==> src/sv/hsirgb_pkg.sv <==
// ----------------------------------------------------------------------------
// hsirgb_pkg
// Shared types, widths and fixed-point constants of the HSI to RGB converter.
// ----------------------------------------------------------------------------
package hsirgb_pkg;

   // Port field widths.
   localparam int IN_W   = 16;
   localparam int CHAN_W = 17;

   // Internal datapath widths.
   localparam int HQW     = 48;   // hue widened to Q30 radians
   localparam int ZW      = 34;   // CORDIC angle accumulator
   localparam int XW      = 34;   // CORDIC x and y
   localparam int RATIO_W = 34;   // sector ratio r in Q30

   localparam int CORDIC_STEPS = 30;
   localparam int QUO_BITS     = 32;   // quotient bits of the tangent division

   // Angle constants in Q30 radians.
   localparam longint PI_Q30 = 64'sd3373259426;
   localparam longint P3_Q30 = PI_Q30 / 3;

   // Sector limits on the widened hue: 3*hq < N is the same as hq < ceil(N/3).
   localparam logic [HQW-1:0] SECTOR1_START = HQW'((2 * PI_Q30 + 2) / 3);
   localparam logic [HQW-1:0] SECTOR2_START = HQW'((4 * PI_Q30 + 2) / 3);
   localparam logic [HQW-1:0] HUE_LIMIT     = HQW'((6 * PI_Q30 + 2) / 3);

   // Offsets that turn hq into e = trunc((3*hq - (2k+1)*pi) / 3).
   // In the low and high sectors the rounding step depends on the sign of the
   // numerator, and the positive offset doubles as the threshold.
   localparam logic [HQW-1:0] OFFSET_LOW_POS  = HQW'(P3_Q30 + 1);
   localparam logic [HQW-1:0] OFFSET_LOW_NEG  = HQW'(P3_Q30);
   localparam logic [HQW-1:0] OFFSET_MID      = HQW'(3 * P3_Q30 + 2);
   localparam logic [HQW-1:0] OFFSET_HIGH_POS = HQW'(5 * P3_Q30 + 4);
   localparam logic [HQW-1:0] OFFSET_HIGH_NEG = HQW'(5 * P3_Q30 + 3);

   localparam logic signed [XW-1:0]      CORDIC_X0      = 34'sd1073741824;
   localparam longint                    SQRT3_HALF_Q30 = 64'sd929887698;
   localparam logic signed [RATIO_W-1:0] HALF_Q30       = 34'sd536870912;
   localparam longint                    CHAN_FIELD_MAX = 64'sd131071;

   typedef enum logic [1:0] {
      SECTOR_LOW  = 2'd0,
      SECTOR_MID  = 2'd1,
      SECTOR_HIGH = 2'd2
   } sector_type;

   // Per-pixel data that rides along the angle and ratio pipelines.
   typedef struct packed {
      logic [IN_W-1:0] saturation;
      logic [IN_W-1:0] intensity;
      sector_type      sector;
      logic            in_range;
      logic            frame_end;
   } side_type;

   typedef struct packed {
      logic [CHAN_W-1:0] blue;
      logic [CHAN_W-1:0] green;
      logic [CHAN_W-1:0] red;
      logic              hue_in_range;
      logic              frame_end;
   } result_type;

   // Arctangent of 2^-step in Q30 radians.
   function automatic logic [31:0] atan_q30(input int unsigned step);
      logic [31:0] value;
      case (step)
         0:       value = 32'h3243_F6A8;
         1:       value = 32'h1DAC_6705;
         2:       value = 32'h0FAD_BAFC;
         3:       value = 32'h07F5_6EA6;
         4:       value = 32'h03FE_AB76;
         5:       value = 32'h01FF_D55B;
         6:       value = 32'h00FF_FAAA;
         7:       value = 32'h007F_FF55;
         8:       value = 32'h003F_FFEA;
         9:       value = 32'h001F_FFFD;
         10:      value = 32'h000F_FFFF;
         11:      value = 32'h0007_FFFF;
         12:      value = 32'h0003_FFFF;
         13:      value = 32'h0001_FFFF;
         14:      value = 32'h0000_FFFF;
         15:      value = 32'h0000_7FFF;
         16:      value = 32'h0000_3FFF;
         17:      value = 32'h0000_1FFF;
         18:      value = 32'h0000_0FFF;
         19:      value = 32'h0000_07FF;
         20:      value = 32'h0000_03FF;
         21:      value = 32'h0000_01FF;
         22:      value = 32'h0000_00FF;
         23:      value = 32'h0000_007F;
         24:      value = 32'h0000_003F;
         25:      value = 32'h0000_001F;
         26:      value = 32'h0000_000F;
         27:      value = 32'h0000_0008;
         28:      value = 32'h0000_0004;
         29:      value = 32'h0000_0002;
         default: value = 32'h0000_0000;
      endcase
      return value;
   endfunction

endpackage

==> src/sv/hsirgb_sector.sv <==
// ----------------------------------------------------------------------------
// hsirgb_sector
// Input register, sector decision and sector-relative angle in Q30 radians.
// ----------------------------------------------------------------------------
module hsirgb_sector #(
   parameter int HUE_FRAC_BITS = 13
) (
   input  logic                                clock,
   input  logic                                reset,
   input  logic                                advance,
   input  logic                                in_valid,
   input  logic [hsirgb_pkg::IN_W-1:0]         in_hue,
   input  logic [hsirgb_pkg::IN_W-1:0]         in_saturation,
   input  logic [hsirgb_pkg::IN_W-1:0]         in_intensity,
   input  logic                                in_end_of_frame,
   output logic                                out_valid,
   output hsirgb_pkg::side_type                out_side,
   output logic signed [hsirgb_pkg::ZW-1:0]    out_angle
);

   localparam int HQW       = hsirgb_pkg::HQW;
   localparam int ZW        = hsirgb_pkg::ZW;
   localparam int IN_W      = hsirgb_pkg::IN_W;
   localparam int HUE_SHIFT = 30 - HUE_FRAC_BITS;

   logic                 s0_valid_ff;
   logic [IN_W-1:0]      s0_hue_ff;
   logic [IN_W-1:0]      s0_saturation_ff;
   logic [IN_W-1:0]      s0_intensity_ff;
   logic                 s0_eof_ff;

   logic [HQW-1:0]       hq;
   logic [HQW-1:0]       offset;
   logic [HQW-1:0]       diff;
   hsirgb_pkg::side_type side_in;
   logic signed [ZW-1:0] angle_in;

   logic                 s1_valid_ff;
   hsirgb_pkg::side_type s1_side_ff;
   logic signed [ZW-1:0] s1_angle_ff;

   always_ff @(posedge clock) begin
      if (reset) begin
         s0_valid_ff <= 1'b0;
         s1_valid_ff <= 1'b0;
      end else if (advance) begin
         s0_valid_ff <= in_valid;
         s1_valid_ff <= s0_valid_ff;
      end
   end

   always_ff @(posedge clock) begin
      if (advance) begin
         s0_hue_ff        <= in_hue;
         s0_saturation_ff <= in_saturation;
         s0_intensity_ff  <= in_intensity;
         s0_eof_ff        <= in_end_of_frame;
         s1_side_ff       <= side_in;
         s1_angle_ff      <= angle_in;
      end
   end

   always_comb begin
      hq = HQW'(s0_hue_ff) << HUE_SHIFT;

      side_in.saturation = s0_saturation_ff;
      side_in.intensity  = s0_intensity_ff;
      side_in.frame_end  = s0_eof_ff;
      side_in.in_range   = (hq < hsirgb_pkg::HUE_LIMIT);
      if (hq < hsirgb_pkg::SECTOR1_START) begin
         side_in.sector = hsirgb_pkg::SECTOR_LOW;
      end else if (hq < hsirgb_pkg::SECTOR2_START) begin
         side_in.sector = hsirgb_pkg::SECTOR_MID;
      end else begin
         side_in.sector = hsirgb_pkg::SECTOR_HIGH;
      end

      case (side_in.sector)
         hsirgb_pkg::SECTOR_LOW: begin
            offset = (hq >= hsirgb_pkg::OFFSET_LOW_POS) ? hsirgb_pkg::OFFSET_LOW_POS
                                                        : hsirgb_pkg::OFFSET_LOW_NEG;
         end
         hsirgb_pkg::SECTOR_MID: begin
            offset = hsirgb_pkg::OFFSET_MID;
         end
         hsirgb_pkg::SECTOR_HIGH: begin
            offset = (hq >= hsirgb_pkg::OFFSET_HIGH_POS) ? hsirgb_pkg::OFFSET_HIGH_POS
                                                         : hsirgb_pkg::OFFSET_HIGH_NEG;
         end
         default: begin
            offset = '0;
         end
      endcase

      // In range the offset angle lies within plus or minus pi/3. An out of
      // range hue is sent through with a zero angle; its channels are zeroed.
      diff     = hq - offset;
      angle_in = side_in.in_range ? $signed(diff[ZW-1:0]) : '0;
   end

   assign out_valid = s1_valid_ff;
   assign out_side  = s1_side_ff;
   assign out_angle = s1_angle_ff;

endmodule

==> config.mk <==
export PLATFORM = sky130hd
export DESIGN_NAME = hsirgb_sector
export DESIGN_NICKNAME = d
export VERILOG_FILES = /design/src/sv/hsirgb_pkg.sv /design/src/sv/hsirgb_sector.sv
export SDC_FILE = /design/constraint.sdc
export NUM_CORES = 1
export LEC_CHECK = 0
export BUFFER_PORTS_ARGS = -buffer_cell sky130_fd_sc_hd__buf_2
export CORE_UTILIZATION = 47
export DETAILED_ROUTE_END_ITERATION = 10
export GPL_ROUTABILITY_DRIVEN = 0
export PLACE_DENSITY = 0.76
export SYNTH_ARGS = -nofsm -noshare
export SYNTH_HDL_FRONTEND = slang
export SYNTH_SLANG_ARGS = --single-unit
==> constraint.sdc <==
create_clock -name clock -period 3.5 [get_ports clock]
set_input_delay 0.175 -clock clock [delete_from_list [all_inputs] [get_ports clock]]
set_output_delay 0.175 -clock clock [all_outputs]
set_load 0.05 [all_outputs]
After elaboration in Yosys (flattened, before gate mapping)
Index checks and enable logic that the tools add are counted.
{ "totals": {"register_bits": 121, "latch_bits": 0, "ram_bits": 0, "mem_bits_ro": 0, "in_bits": 53, "out_inout_bits": 71, "elab_cells": 26, "memories": 0} }
{ "classes": {"add_sub_neg": 1, "mul": 0, "n_div": 0, "order_cmp": 5, "eq_ne": 2, "shifts": 0, "n_mux": 5, "bitwise_logic": 0, "n_reduce_logical": 1} }
{ "ops": {"columns": ["operator", "count"], "rows": [
  ["33-bit case mux with 3 select lines", 1],
  ["33-bit < comparator, second input constant", 2],
  ["33-bit by 34-bit subtractor with 34-bit output", 1],
  ["33-bit by 31-bit greater-or-equal comparator with 1-bit output, second input constant", 1],
  ["33-bit greater-or-equal comparator, second input constant", 1],
  ["33-bit by 32-bit < comparator with 1-bit output, second input constant", 1],
  ["2-bit two-way mux", 2],
  ["3-bit two-way mux", 1],
  ["2-bit by 1-bit == test with 1-bit output, second input constant", 1],
  ["2-bit == test, second input constant", 1],
  ["2-bit logical NOT", 1],
  ["1-bit two-way mux", 1]
]} }

Depth between registers and ports, before layout
{ "depth": {"depth_word": 6, "depth_mapped": 12} }

Worst setup path before layout
Ideal clock, no wire load.
{ "synth_timing": {"path_type": "register -> register", "from": "register s0_hue_ff[7]", "to": "register s1_angle_ff[31] (netlist: out_angle[31]) (data pin)", "setup_ps": 260, "arrival_ps": 3194, "t_required_ps": 3240, "path_slack_ps": 46, "path_stages_with_launch": 12, "synth_period_minus_slack_ps": 3454, "path_cell_list": "edfxtp_1 or4_4 a211oi_1 o21ai_1 nand2_1 inv_1 ha_1 a211oi_1 o21a_1 a211o_2 a21boi_0 mux2_2"} }
{ "synth_lines": {"columns": ["item", "line", "rtl"], "rows": [
  ["start, declared", "hsirgb_sector.sv:27", "logic [IN_W-1:0] s0_hue_ff;"],
  ["start signal, assigned", "hsirgb_sector.sv:54", "s0_hue_ff <= in_hue;"],
  ["end signal, assigned", "hsirgb_sector.sv:59", "s1_angle_ff <= angle_in;"],
  ["end, declared", "hsirgb_sector.sv:40", "logic signed [ZW-1:0] s1_angle_ff;"]
]} }

Worst setup path in the final report
{ "layout_timing": {"from": "register s0_hue_ff[6]", "to": "register s1_angle_ff[31] (netlist: out_angle[31]) (data pin)"} }
{ "layout_via": {"elab_chain_cells": 6, "elab_cells_between_ends": 14, "cone_classes": "1 x add/sub; 5 x order compare; 2 x eq/ne; 5 x mux; 1 x reduce/logical"} }
{ "layout_lines": {"columns": ["item", "line", "rtl"], "rows": [
  ["33-bit < comparator", "hsirgb_sector.sv:72", "end else if (hq < hsirgb_pkg::SECTOR2_START) begin"],
  ["2-bit two-way mux", "hsirgb_sector.sv:72", null],
  ["2-bit two-way mux", "hsirgb_sector.sv:70", "if (hq < hsirgb_pkg::SECTOR1_START) begin"],
  ["2-bit == test, or another cell as far along", "hsirgb_sector.sv:78", "case (side_in.sector)"],
  ["33-bit case mux with 3 select lines", "hsirgb_sector.sv:78", null],
  ["33-bit by 34-bit subtractor with 34-bit output", "hsirgb_sector.sv:97", "diff = hq - offset;"]
]} }
Parallel ways exist; a longest one is shown, timed or not.
A chain may end at the register's enable or synchronous reset.

==> impl_results.md <==
* Post-synthesis mux area share at 1.463%
* Synth Area in Adders at 3.376%
* Leakage at 2.571 nW
* RSZ-0062 raised after global routing: false
* EDFF count, synth at 113
* Fmax at 0.2992 GHz
* Slew margin rel. at 45.44%
* Final min period at 3342 ps
* DRC Markers at 0
* Seq pwr share at 42.9%
* CP endpoint kind: register
* DRT Pass-1 Iters at 4
* Initial antenna violation count at 1
* First-pass GRT wire length at 13550 microns
* Met3 Wirelength at 401 microns
* Delay-heaviest family, CP: compound AO/OA/AOI/OAI gates
* Setup violators final at 0
* Core area at 9196 sq um
* Switching Share at 29.05%
* Hold path start: advance
* Routed len/inst at 15.48 microns
* Placed inst area at 5221 sq um
* Tcrit/Tclk final at 95.48%
* Wl on met1 at 3604 microns
* Final instance area at 6316 sq um
* Post-Layout Cell Count at 582
* Vias in the first global route at 2825
* Maximum clock path buffer count at 2
* Total Wirelength at 9008 microns
* Final ANT Viol Nets at 0
* Hold WC Path Type: input port to register
* Post-synthesis compound-gate area fraction at 7.792%
* Top cells by area, synth: edfxtp_1 (76%), ha_1 (3.4%), nor2_1 (1.9%), xnor2_1 (1.2%), a21oi_1 (1.1%)
* Initial Util at 48.37%
* Combinational power share at 16.9%
* Remaining Overflow, GRT at 0
* Yosys reg bits at 115
* Clk slew on worst S/H paths at 60 ps
* Pre-CTS setup slack at 2.112 ps
* Sequential-to-total area share from yosys stat at 77.19%
* VDD IR max at 333.1 uV
* Cell depth of the worst flop-to-flop path at 11
* I/O Pins at 124
* Top routing layer used: met5
* Largest family of logic cells by synthesized area: compound AO/OA/AOI/OAI gates
* Worst-Skew Late Latency at 500 ps
* Mapped Area at 4448 sq um
* Yosys top cell area share at 76.29%
* Power, Total at 4.001 mW
* GRT Util Overall at 18.76%
* Hold Vio Cnt, Final at 0
* Vias per inst at 4.971
* Worst setup path startpoint: s0_hue_ff[6]$_DFFE_PP_
* Synth Flop Type: edfxtp_1
* CTS Buf Count at 17
* Reg2Reg Launch Point: s0_hue_ff[6]$_DFFE_PP_
* Min Hold Slack at 298.3 ps
* Slowest stage delay, CP at 560 ps
* Inst Count DP at 499
* Layout cells sized above 1 at 38.64%
* Clk network pwr share at 40.2%
* Post-route setup TNS at 0 ps
* Power Dens Cells at 633.5 nW/um^2
* Reg2reg end: out_angle[31]$_SDFFCE_PN0P_
* Distinct cells, synth at 49
* IO Port Bufs at 121
* Count of buffer and inverter cells on the critical path at 1
* Synth Instances at 263
* Ys Warns at 0
* Setup CP Type: register to register
* Fin nets at 523
* R2R Setup Slk at 160 ps
* Final max-slew violation count at 0
* Worst hold stages at 1
* H-tree Lvls at 4
* Largest net degree at the start of global routing at 68
* Worst-path maximum fanout at 4
* Length of routed met2 wiring at 4795 microns
* Die width at 99.28 microns
* WHS Endpoint: out_side[0]$_DFFE_PP_
* Outcome: complete, no violations
* Util after Layout at 68.68%
* Post-DP HPWL at 5774 microns
* Clock root cell: clkbuf_8
* Internal power at 2.839 mW
* Max Cap Viol at 0
* Worst-Margin Slew at 818.3 ps
* Crit path cell chain: or4_4 > o311a_4 > o21ai_4 > nand2b_2 > inv_2 > ha_2 > o21ai_1 > o21a_1 > a211o_2 > a21boi_2 > mux2_2
* Ant diodes at 0
* NetSw at 1.162 mW
* CP arrival at 3600 ps
* Std cell rows at 35
* Clock Sinks at 115
* Avg Inst Size Synth at 16.91 sq um
* Die Y at 99.28 microns
* Area grow syn2layout at 42.00%
* Worst EP required at 3750 ps
* Ys async rst share at 0%
* Synth area leader: edfxtp_1
* Worst setup margin at 158.2 ps
* Die ar. at 9857 sq um
* Slowest CP cell: or4_4
* Routed via count at 2893
* Critical Path Start Type: register
* Initial DRC count at 168
* TritonCTS clock tree: built
* Post-synthesis xor/xnor area fraction at 1.772%
* Post-synthesis simple-gate area fraction at 6.048%
* Clk_skew at 8.895 ps
## per-layer routing
metal  GRT usage, %  vias up
li1               -     1399
met1          20.86     1370
met2          33.01      102
met3          4.708       20
met4          10.41        2
met5              0        -
## repair_timing
item	in CTS	in global routing
hold buffers	51	0
setup endpoints to repair	0	3
setup buffers	0	0
resized for setup	0	9
endpoints found under the hold margin	51	0
## cell type report
| cell class | instances | area [sq um] |
|---|---|---|
| well taps | 111 | 138.9 |
| clock buffers | 17 | 414.1 |
| fillers | 641 | 2880 |
| repair buffers | 183 | 1201 |
| multi-input cells | 132 | 944.7 |
| inverters | 9 | 33.78 |
| clock inverters | 15 | 150.1 |
| flip-flops and latches | 115 | 3433 |
## power groups by stage
stage	sequential [mW]	clock, mW	combinational [mW]
after floorplan	1.98	0	0.205
after CTS	1.71	1.64	0.670
after detailed placement	1.74	0	0.623
after global placement	1.73	0	0.613
after global routing	1.73	1.70	0.720
final	1.71	1.61	0.676
## layout by cell type, fill, tap and decap left out, types with 3 or more instances in the layout
master,count
nand2_1,10
xor2_1,3
inv_1,8
nor2b_1,5
nor3_1,3
clkinv_4,4
a211oi_2,3
ha_1,10
nor2_1,23
nor4_1,3
xnor2_1,6
inv_6,4
o21ai_0,4
clkinvlp_4,3
mux2i_1,4
clkbuf_16,16
conb_1,4
a21oi_1,10
edfxtp_1,113
buf_4,12
buf_2,120
o21a_1,4
dlygate4sd3_1,51
## sequential cells by signal, indices dropped and copies added (netlist names)
signal / cells
s0_saturation_ff: 16
out_valid: 1
out_angle: 28
s0_intensity_ff: 16
s0_hue_ff: 16
s0_valid_ff: 1
s0_eof_ff: 1
out_side: 36
## synthesized netlist by cell type (all sizes together) (2+ instances only)
master,number
a21boi,2
buf,7
a211oi,4
a211o,3
inv,9
dfxtp,2
nor2,23
xor2,3
o41ai,2
edfxtp,113
o31ai,2
o21a,4
o21ai,7
nand2,10
nand2b,3
mux2i,5
ha,12
a21oi,10
nor2b,5
nand3,2
nand4,2
nor3,3
nor4,3
or3,2
clkbuf,3
a21o,2
xnor2,6
## worst reg2reg max path, cell delays in order, from the launching register on
cell and delay, ps:
edfxtp_1 390, or4_4 560, o311a_4 380, o21ai_4 200, nand2b_2 120, inv_2 90
ha_2 200, o21ai_1 110, o21a_1 210, a211o_2 330, a21boi_2 170, mux2_2 340
## how the worst max path moves through the flow
stage	to	slack, ps	depth (start not counted)
3_5_place_dp	out_angle[31]$_SDFFCE_PN0P_	2	11
2_1_floorplan	out_angle[31]$_SDFFCE_PN0P_	50	11
4_1_cts	out_angle[31]$_SDFFCE_PN0P_	7	11
5_1_grt	out_angle[31]$_SDFFCE_PN0P_	20	11
3_3_place_gp	out_angle[31]$_SDFFCE_PN0P_	110	11
6_report	out_angle[31]$_SDFFCE_PN0P_	160	11
## logic make-up (layout without fill, tap and decap cells)
| kind of cell | Yosys count | after routing |
|---|---|---|
| multiplexers | 6 | 6 |
| AO/OA/AOI/OAI | 45 | 45 |
| buffers and inverters | 19 | 224 |
| AND/OR/NAND/NOR | 56 | 56 |
| other | 1 | 4 |
| flip-flops | 115 | 115 |
| adder cells (fa/ha/maj) | 12 | 12 |
| XOR/XNOR | 9 | 9 |
(Power assumes the default switching activity.)
